--- src/design/lcmc_pkg.sv ---
// Shared types, reset values and event codes for the curtain motor controller.
// No dependencies; every other design file imports this package.
`default_nettype none

package lcmc_pkg;

  // Width of the elapsed-time counter.
  localparam int TIME_BITS = 20;
  // Width used for time compares: wide enough for the time counter and the
  // 20-bit run-time registers.
  localparam int CMP_BITS = (TIME_BITS > 20) ? TIME_BITS : 20;
  localparam int CFG_BITS = 20;

  // Configuration register indexes.
  typedef enum logic [2:0] {
    REG_LIGHT_THRESHOLD = 3'd0,
    REG_LIGHT_CONFIRM   = 3'd1,
    REG_MIN_GAP         = 3'd2,
    REG_MAX_RUN         = 3'd3,
    REG_MIN_RUN         = 3'd4,
    REG_WRONG_DIR       = 3'd5,
    REG_END_CONFIRM     = 3'd6
  } reg_idx_t;

  // Stop and start causes reported with each result word.
  typedef enum logic [2:0] {
    EV_NONE        = 3'd0,
    EV_START_CLOSE = 3'd1,
    EV_START_OPEN  = 3'd2,
    EV_DONE        = 3'd3,
    EV_WRONG_DIR   = 3'd4,
    EV_TIMEOUT     = 3'd5
  } event_t;

  typedef struct packed {
    logic [7:0] light_level;
    logic       end_reached;
  } item_t;

  typedef struct packed {
    logic       drive_close;
    logic       drive_open;
    logic       fault_led;
    logic [2:0] event_code;
  } result_t;

  typedef struct packed {
    logic [7:0]  light_threshold;
    logic [7:0]  light_confirm_ticks;
    logic [15:0] min_gap_ticks;
    logic [19:0] max_run_ticks;
    logic [19:0] min_run_ticks;
    logic [7:0]  wrong_dir_confirm;
    logic [7:0]  end_confirm;
  } cfg_t;

  typedef struct packed {
    logic                 night_mode;
    logic                 motor_running;
    logic                 known_open;
    logic                 known_closed;
    logic                 faulted;
    logic [7:0]           night_count;
    logic [7:0]           day_count;
    logic [TIME_BITS-1:0] since_start;
    logic [7:0]           early_hits;
    logic [7:0]           late_hits;
  } state_t;

  localparam cfg_t CFG_RESET = '{
    light_threshold:     8'd50,
    light_confirm_ticks: 8'd8,
    min_gap_ticks:       16'd12,
    max_run_ticks:       20'd480,
    min_run_ticks:       20'd120,
    wrong_dir_confirm:   8'd8,
    end_confirm:         8'd1
  };

  localparam state_t STATE_RESET = '{
    night_mode:    1'b0,
    motor_running: 1'b0,
    known_open:    1'b0,
    known_closed:  1'b0,
    faulted:       1'b0,
    night_count:   8'd0,
    day_count:     8'd0,
    since_start:   {TIME_BITS{1'b1}},
    early_hits:    8'd0,
    late_hits:     8'd0
  };

  // Increment that sticks at 255.
  function automatic logic [7:0] sat_inc8(input logic [7:0] v);
    sat_inc8 = (v == 8'hFF) ? v : v + 8'd1;
  endfunction

endpackage

`default_nettype wire

--- src/design/light_driven_curtain_motor_control.sv ---
// Top level of the light-driven curtain motor controller: config registers,
// controller state and output register. Uses lcmc_pkg and lcmc_step.
//
// Each input word is one timer tick and yields exactly one result word. A
// word is accepted every cycle while the output register is empty or being
// taken; its result appears in the output register in the cycle after
// acceptance. The whole tick update is one combinational pass over the
// controller state, so throughput is one word per cycle while the output is
// not stalled. Config writes take effect on the next tick.
`default_nettype none

module light_driven_curtain_motor_control (
  input  wire                       clk,
  input  wire                       rst,
  input  wire                       item_valid,
  output logic                      item_stall,
  input  lcmc_pkg::item_t           item,
  output logic                      result_valid,
  input  wire                       result_stall,
  output lcmc_pkg::result_t         result,
  input  wire                       cfg_we,
  input  wire [2:0]                 cfg_index,
  input  wire [lcmc_pkg::CFG_BITS-1:0] cfg_data
);
  import lcmc_pkg::*;

  cfg_t    cfg;
  state_t  state;
  state_t  state_next;
  result_t step_res;
  logic    item_take;

  assign item_stall = result_valid && result_stall;
  assign item_take  = item_valid && !item_stall;

  lcmc_step u_step (
    .cur  (state),
    .cfg  (cfg),
    .item (item),
    .nxt  (state_next),
    .res  (step_res)
  );

  // Config register writes; unknown indexes are dropped.
  always_ff @(posedge clk) begin
    if (rst) begin
      cfg <= CFG_RESET;
    end else if (cfg_we) begin
      unique case (reg_idx_t'(cfg_index))
        REG_LIGHT_THRESHOLD: cfg.light_threshold     <= cfg_data[7:0];
        REG_LIGHT_CONFIRM:   cfg.light_confirm_ticks <= cfg_data[7:0];
        REG_MIN_GAP:         cfg.min_gap_ticks       <= cfg_data[15:0];
        REG_MAX_RUN:         cfg.max_run_ticks       <= cfg_data[19:0];
        REG_MIN_RUN:         cfg.min_run_ticks       <= cfg_data[19:0];
        REG_WRONG_DIR:       cfg.wrong_dir_confirm   <= cfg_data[7:0];
        REG_END_CONFIRM:     cfg.end_confirm         <= cfg_data[7:0];
        default: ;
      endcase
    end
  end

  // Controller state advances once per accepted word.
  always_ff @(posedge clk) begin
    if (rst) begin
      state <= STATE_RESET;
    end else if (item_take) begin
      state <= state_next;
    end
  end

  // Output register
  always_ff @(posedge clk) begin
    if (rst) begin
      result_valid <= 1'b0;
    end else if (item_take) begin
      result_valid <= 1'b1;
    end else if (!result_stall) begin
      result_valid <= 1'b0;
    end
  end

  always_ff @(posedge clk) begin
    if (item_take) begin
      result <= step_res;
    end
  end

endmodule

`default_nettype wire

--- src/design/lcmc_step.sv ---
// Next-state and result logic for one tick of the curtain motor controller.
// Purely combinational; uses lcmc_pkg types and helpers.
`default_nettype none

module lcmc_step (
  input  lcmc_pkg::state_t  cur,
  input  lcmc_pkg::cfg_t    cfg,
  input  lcmc_pkg::item_t   item,
  output lcmc_pkg::state_t  nxt,
  output lcmc_pkg::result_t res
);
  import lcmc_pkg::*;

  logic [TIME_BITS-1:0] since_inc;
  logic [CMP_BITS-1:0]  dur;
  logic [CMP_BITS-1:0]  max_run;
  logic [CMP_BITS-1:0]  min_run;
  logic [CMP_BITS-1:0]  min_gap;
  logic [7:0]           early_inc;
  logic [7:0]           late_inc;
  logic                 early_stop;
  logic                 night_seen;
  event_t               ev;

  // Elapsed time advances every tick, saturating.
  assign since_inc  = (&cur.since_start) ? cur.since_start
                                         : cur.since_start + TIME_BITS'(1);
  assign dur        = CMP_BITS'(since_inc);
  assign max_run    = CMP_BITS'(cfg.max_run_ticks);
  assign min_run    = CMP_BITS'(cfg.min_run_ticks);
  assign min_gap    = CMP_BITS'(cfg.min_gap_ticks);
  assign early_inc  = sat_inc8(cur.early_hits);
  assign late_inc   = sat_inc8(cur.late_hits);
  assign night_seen = item.light_level > cfg.light_threshold;
  assign early_stop = early_inc > cfg.wrong_dir_confirm;

  always_comb begin
    nxt             = cur;
    nxt.since_start = since_inc;
    ev              = EV_NONE;
    if (cur.faulted) begin
      // latched fault: only time advances
    end else if (cur.motor_running) begin
      if (dur > max_run) begin
        nxt.motor_running = 1'b0;
        nxt.known_closed  = cur.night_mode;
        nxt.known_open    = !cur.night_mode;
        nxt.faulted       = 1'b1;
        ev                = EV_TIMEOUT;
      end else begin
        // early switch with unknown position: wrong direction
        if (!cur.known_open && !cur.known_closed && dur < min_run && item.end_reached) begin
          nxt.early_hits = early_inc;
          if (early_stop) begin
            nxt.motor_running = 1'b0;
            nxt.known_closed  = cur.night_mode;
            nxt.known_open    = !cur.night_mode;
            ev                = EV_WRONG_DIR;
          end
        end
        // late switch: travel done
        if (ev == EV_NONE && dur > min_run && item.end_reached) begin
          nxt.late_hits = late_inc;
          if (late_inc > cfg.end_confirm) begin
            nxt.motor_running = 1'b0;
            nxt.known_closed  = cur.night_mode;
            nxt.known_open    = !cur.night_mode;
            ev                = EV_DONE;
          end
        end
      end
    end else if (CMP_BITS'(since_inc) >= min_gap) begin
      // idle: count toward night or day, start on confirm
      if (night_seen) begin
        nxt.day_count = 8'd0;
        if (!cur.known_closed) begin
          if (cur.night_count >= cfg.light_confirm_ticks) begin
            nxt.motor_running = 1'b1;
            nxt.night_mode    = 1'b1;
            nxt.since_start   = '0;
            nxt.early_hits    = 8'd0;
            nxt.late_hits     = 8'd0;
            ev                = EV_START_CLOSE;
          end else begin
            nxt.night_count = sat_inc8(cur.night_count);
          end
        end
      end else begin
        nxt.night_count = 8'd0;
        if (!cur.known_open) begin
          if (cur.day_count >= cfg.light_confirm_ticks) begin
            nxt.motor_running = 1'b1;
            nxt.night_mode    = 1'b0;
            nxt.since_start   = '0;
            nxt.early_hits    = 8'd0;
            nxt.late_hits     = 8'd0;
            ev                = EV_START_OPEN;
          end else begin
            nxt.day_count = sat_inc8(cur.day_count);
          end
        end
      end
    end
  end

  // Result reflects the state after the tick.
  always_comb begin
    res.drive_close = nxt.motor_running && nxt.night_mode;
    res.drive_open  = nxt.motor_running && !nxt.night_mode;
    res.fault_led   = nxt.faulted;
    res.event_code  = ev;
  end

endmodule

`default_nettype wire

--- config.mk ---
export PLATFORM = sky130hd
export DESIGN_NAME = light_driven_curtain_motor_control
export DESIGN_NICKNAME = d
export VERILOG_FILES = /design/src/design/lcmc_pkg.sv /design/src/design/light_driven_curtain_motor_control.sv /design/src/design/lcmc_step.sv
export SDC_FILE = /design/constraint.sdc
export NUM_CORES = 1
export LEC_CHECK = 0
export ABC_AREA = 1
export BUFFER_PORTS_ARGS = -buffer_cell sky130_fd_sc_hd__buf_2
export CAP_MARGIN = 20
export CORE_ASPECT_RATIO = 1.1
export CORE_MARGIN = 4
export CORE_UTILIZATION = 45
export DETAILED_ROUTE_END_ITERATION = 8
export GPL_ROUTABILITY_DRIVEN = 1
export PLACE_DENSITY = 0.65
export SLEW_MARGIN = 5
export SYNTH_ARGS = -nofsm -noshare
export SYNTH_HDL_FRONTEND = slang
export SYNTH_SLANG_ARGS = --single-unit
--- constraint.sdc ---
create_clock -name clk -period 3.47 [get_ports clk]
set_input_delay 0.694 -clock clk [delete_from_list [all_inputs] [get_ports clk]]
set_output_delay 0.694 -clock clk [all_outputs]
set_load 0.01 [all_outputs]
After elaboration in Yosys (flattened, before gate mapping)
Index checks and enable logic that the tools add are counted.
{ "op_classes": {"n_addsub": 5, "order_cmp": 9, "n_eq_ne": 23, "mux": 52, "n_bitwise": 2, "reduce_logical": 31} }
{ "op_table": {"columns": ["cell", "count"], "rows": [
  ["2-to-1 mux 36 bit", 4],
  ["2-to-1 mux 52 bit", 2],
  ["2-to-1 mux 8 bit", 9],
  ["2-to-1 mux 3 bit", 19],
  ["2-to-1 mux 57 bit", 1],
  ["2-to-1 mux 44 bit", 1],
  ["> comparator 20 bit", 2],
  ["adder 8 x 1 -> 8 bit (second input constant)", 4],
  ["== test 8 bit (second input constant)", 4],
  ["2-to-1 mux 16 bit", 2],
  ["> comparator 8 bit", 3],
  ["adder 20 x 1 -> 20 bit (second input constant)", 1],
  [">= comparator 20 x 16 -> 1 bit", 1],
  ["less-than comparator 20 bit", 1],
  ["2-to-1 mux 20 bit", 1],
  ["AND reduction 20 bit", 1],
  ["AND reduction 9 bit", 2],
  [">= comparator 8 bit", 2],
  ["2-to-1 mux 2 bit", 7],
  ["AND reduction 2 bit", 7],
  ["AND reduction 7 bit", 2],
  ["!= test 2 x 1 -> 1 bit (second input constant)", 6],
  ["== test 3 bit (second input constant)", 3],
  ["logical AND 1 bit", 9],
  ["12 further kinds", 28]
]} }
{ "totals": {"reg_bits": 152, "input_bits": 37} }

Logic depth before layout (Yosys ltp)
{ "depth": {"word_depth": 18, "ltp_mapped": 28, "mapped_depth_nobuf": 26} }

By module
Synthesis repeated with hierarchy kept, for this count alone.
{ "unflattened": {"hier_cells": 1621, "area_unflattened_um2": 10441.3} }
{ "modules_own_cells": {"columns": ["module", "instances", "cells_per_inst", "area_each_um2", "seq_area_each_um2"], "rows": [
  ["light_driven_curtain_motor_control", 1, 758, 5641.7, 3103.0],
  ["lcmc_step", 1, 863, 4799.6, 0.0]
]} }

Worst setup path after synthesis
No wires, ideal clock.
{ "synth_path": {"path_kind": "register -> register", "from": "register state[16] (netlist bit)", "to": "register state[8] (netlist bit)", "setup_ps": 128, "arrival_ps": 3124, "required_ps": 3342, "path_slack_ps": 218, "path_stages_with_launch": 21, "path_buffers": 2, "synth_period_minus_slack_ps": 3252, "cell_sequence": "dfxtp_1 -> ha_1 -> nand3_4 -> nor3_4 -> nand4_1 -> clkbuf_1 -> nand3_1 -> xnor2_1 -> ha_1 -> nand2_1 -> nor2_1 -> nand4_1 -> nor2_1 -> nand4_1 -> nand3_1 -> nand2_1 -> nor2_1 -> nand3_4 -> buf_6 -> o21ai_1 -> nor2_1"} }
{ "synth_via": {"elab_chain_len": 7} }
{ "synth_lines": {"columns": ["item", "line", "rtl"], "rows": [
  ["start: declaration", "light_driven_curtain_motor_control.sv:28", "state_t state;"],
  ["start signal: assignment", "light_driven_curtain_motor_control.sv:67", "state <= state_next;"],
  ["adder 20 x 1 -> 20 bit / AND reduction 20 bit (equally long branches)", "lcmc_step.sv:27, lcmc_step.sv:26", null],
  ["2-to-1 mux 20 bit (*)", "lcmc_step.sv:26", "assign since_inc = (&cur.since_start) ? cur.since_start"],
  ["less-than comparator 20 bit", "lcmc_step.sv:52", "if (!cur.known_open && !cur.known_closed && dur < min_run && item.end_reached) begin"],
  ["logical AND 1 bit (2 in a row)", "lcmc_step.sv:52", null],
  ["!= test 2 x 1 -> 1 bit (no line)", null, null],
  ["AND reduction 9 bit (no line) (*)", null, null]
]} }
Every way passes the cells marked *; elsewhere a longest branch is shown, timed or not.
A chain may end at the register's enable or synchronous reset.

Worst setup path in the final report
{ "layout_path": {"from": "register state[25] (netlist bit)", "to": "register state[6] (netlist bit)"} }
{ "layout_via": {"elab_chain_len": 14} }
{ "layout_lines": {"columns": ["item", "line", "rtl"], "rows": [
  ["adder 20 x 1 -> 20 bit / AND reduction 20 bit (equally long branches)", "lcmc_step.sv:27, lcmc_step.sv:26", null],
  ["2-to-1 mux 20 bit (*)", "lcmc_step.sv:26", null],
  ["less-than comparator 20 bit", "lcmc_step.sv:52", null],
  ["logical AND 1 bit (2 in a row)", "lcmc_step.sv:52", null],
  ["2-to-1 mux 3 bit", "lcmc_step.sv:52", null],
  ["2-to-1 mux 3 bit", "lcmc_step.sv:44", "if (dur > max_run) begin"],
  ["2-to-1 mux 3 bit", "lcmc_step.sv:43", "end else if (cur.motor_running) begin"],
  ["2-to-1 mux 3 bit", "lcmc_step.sv:41", "if (cur.faulted) begin"],
  ["logical NOT 3 bit", "lcmc_step.sv:62", "if (ev == EV_NONE && dur > min_run && item.end_reached) begin"],
  ["logical AND 1 bit (2 in a row)", "lcmc_step.sv:62", null],
  ["!= test 2 x 1 -> 1 bit (no line)", null, null],
  ["AND reduction 9 bit (no line) (*)", null, null]
]} }
Every way passes the cells marked *; elsewhere a longest branch is shown, timed or not. The select of a mux whose other input is x is not followed.

==> metrics.md <==
| Metric | Value |
|---|---|
| Clock Skews | `10.6 ps` |
| Syn avg cell area | `7.21 µm²` |
| Hold Buf Count CTS | `0` |
| Vias/cell | `5.20` |
| Setup TNS | `0 ps` |
| R2R Path Start | `state[25]$_SDFFE_PP1P_` |
| Final HPWL DP | `16,800 µm` |
| Worst Hold End | `cfg[87]$_SDFFE_PP0P_` |
| Drt first pass iters | `5` |
| CTS Buffer Depth | `2` |
| I/O Buffers | `44` |
| Crit path required time | `3830 ps` |
| Post-DRT Antenna Nets | `0` |
| Worst path slowest cell | `dfxtp_2` |
| I/O pin count | `45` |
| Post-route clock period utilization | `98.5%` |
| Hold Crit Depth | `2` |
| Slew of the pin with the lowest slew margin | `1030 ps` |
| Fin. Hold Viols | `0` |
| Critical Path Sink Type | `flop` |
| Most frequent cells in the layout | `224 x nand2_1, 174 x inv_1, 164 x a21oi_1` |
| Startpoint Class | `flop` |
| Final WS setup | `52.2 ps` |
| Setup WS pre-CTS | `-140 ps` |
| Final Max Tran Viols | `0` |
| PwrDens | `483 nW/µm²` |
| F_max | `293 MHz` |
| Reg2reg setup slack | `50 ps` |
| Syn Inst Count | `1,269` |
| Vias | `8,407` |
| Cell Area, Placed | `9800 µm²` |
| Reg2Reg Depth | `23` |
| Yosys reg bits | `152` |
| Clock H-tree levels | `4` |
| Hold WC Path Type | `flop to flop` |
| Total GRT Usage | `21.5%` |
| Initial antenna violation count | `0` |
| Slew margin rel. | `31.3%` |
| Power Total | `5.26 mW` |
| CP Class | `flop to flop` |
| Largest net degree at the start of global routing | `81` |
| Final Instance Area | `10,900 µm²` |
| Drt first-iter violations | `427` |
| Num CTS Buffers | `17` |
| Hold path startpoint | `cfg[87]$_SDFFE_PP0P_` |
| Crit Path Max Fanout | `8` |
| Clock latency on the worst-skew pair | `430 ps` |
| First-pass GRT wire length | `38,800 µm` |
| Routed WL per cell | `15.0 µm` |
| Minimum clock period | `3420 ps` |
| Remaining DRCs | `0` |
| Worst Path Arrival | `3780 ps` |
| Number of distinct library cells after synthesis | `43` |
| P&R area growth vs syn | `19.0%` |
| Crit-path cells | `nand2_2 -> inv_2 -> nand3_4 -> nor3_4 -> nand4_1 -> buf_4 -> nand2_4 -> nor2_4 -> xor2_2 -> ha_1 -> nand2_1 -> nor2_2 -> nand4_1 -> nor2_2 -> nand4_1 -> nand3_2 -> nand2_4 -> inv_4 -> buf_4 -> nand4_4 -> nand2_1 -> nand2_1 -> nor2_1` |
| Die X | `144 µm` |
| Routed WL | `24,200 µm` |
| Fraction of registers with async set/reset | `0%` |
| Mapped Area | `9150 µm²` |
| Most common cell after layout, fill and taps aside | `nand2_1` |
| Max_cap viols | `0` |
| Leakage | `4.90 nW` |
| Unrepaired setup endpoints after global routing | `true` |
| Final Util | `54.6%` |
| Finish-stage setup viols | `0` |
| Root cell of the clock tree | `clkbuf_16` |
| Post-synth EDFFs | `6` |
| Number of global-route vias before repair | `7,882` |
| Num Clock Sinks | `152` |
| CTS clk-pin slew, worst paths | `60 ps` |
| Reg-to-reg endpoint | `state[6]$_SDFFE_PP0P_` |
| Syn nets | `1,407` |
| Ys flop type | `dfxtp_1` |
| Routability cong. | `0.852` |
| Die Y | `158 µm` |
| CTS tree | `built` |
| Cell Rows | `54` |
| Worst IR drop on VDD | `354 µV` |
| Ant diodes | `0` |
| GRT overflow | `0` |
| Die area | `22,700 µm²` |
| Syn. warnings | `0` |
| Initial Util | `45.9%` |
| Slowest cell delay on critical path | `330 ps` |
| Core box area | `19,900 µm²` |
| Status | `complete, no violations` |
| NumNets Final | `1,491` |
| Register area share after synthesis | `33.9%` |
| Layout cell share with drive strength beyond 1 | `16.1%` |
critical path, delay by kind of cell, from the launching register on:
family                   cells  cell delay, ps
AND/OR/NAND/NOR             17            2040
buffers and inverters        4             470
flip-flops                   1             330
adder cells (fa/ha/maj)      1             320
XOR/XNOR                     1             190
worst max-delay path by stage:
stage	from	end	slack, ps	cells past startpoint
finish	state[25]$_SDFFE_PP1P_	state[6]$_SDFFE_PP0P_	50	23
global route	state[25]$_SDFFE_PP1P_	state[2]$_SDFFE_PP0P_	-220	23
CTS	state[16]$_SDFFE_PP1P_	state[5]$_SDFFE_PP0P_	8	22
detailed placement	state[16]$_SDFFE_PP1P_	state[9]$_SDFFE_PP0P_	-140	19
global placement	state[16]$_SDFFE_PP1P_	state[8]$_SDFFE_PP0P_	-40	19
floorplan	state[16]$_SDFFE_PP1P_	state[8]$_SDFFE_PP0P_	220	20
through the flow:
step | instances | hold slack (ps)
final | 1616 | 458
after global routing | 1616 | 482
after CTS | 1603 | 458
after detailed placement | 1564 | 449
after global placement | 1564 | 444
after floorplan | 1269 | 433
Yosys cell counts, types with 6 or more instances:
master	n	share of area [%]
a21oi_1	167	9.1
nand3_1	36	2.0
o21ai_0	109	6.0
o211ai_1	13	1.1
inv_1	181	7.4
nor2_1	113	4.6
edfxtp_1	6	2.0
ha_1	101	14
dfxtp_1	146	32
nor3_1	15	0.82
xor2_1	16	1.5
nand2_1	232	9.5
nand2_2	18	1.2
nand4_1	19	1.3
clkbuf_1	28	1.1
xnor2_1	15	1.4
cells by family after synthesis:
kind of cell	count (synthesis)	synth area share, %
buffers and inverters	222	9.64
DFF	152	33.9
adders and majority gates	101	13.8
xor gates and xnor gates	31	2.97
and+or+nand+nor	460	22.4
muxes	1	0.109
AOI/OAI and AO/OA	302	17.2
layout make-up:
| class | count | area, µm² |
|---|---|---|
| clock buffers | 22 | 474 |
| well taps | 252 | 315 |
| fillers | 1913 | 9040 |
| flip-flops and latches | 152 | 3110 |
| inverters | 184 | 693 |
| clock inverters | 8 | 120 |
| multi-input cells | 897 | 5440 |
| repair buffers | 101 | 733 |
flip-flops by register name (all words and copies together) (netlist names):
register and cells:
cfg 88, state 57, result 6, result_valid 1
layer usage:
metal	part of all wire (%)	track usage, %	vias to the layer above
met3	3.1	3.46	49
met5	0	0	-
li1	-	-	4347
met1	47	28.1	3831
met2	47	35.4	180
met4	3.3	8.52	0
report_power, final:
part	switching (mW)	internal [mW]	total (mW)
Clock	0.729	1.18	1.91
Sequential	0.0704	1.86	1.93
Combinational	0.852	0.567	1.42
timing repair:
item                       in CTS  in global routing
gates resized for setup        21                 45
pin swaps                       7                 26
cloned                          2                  2
setup endpoints to repair      40                 61
buffers inserted                7                 12
No activity file was read; power rests on OpenSTA's default activity.
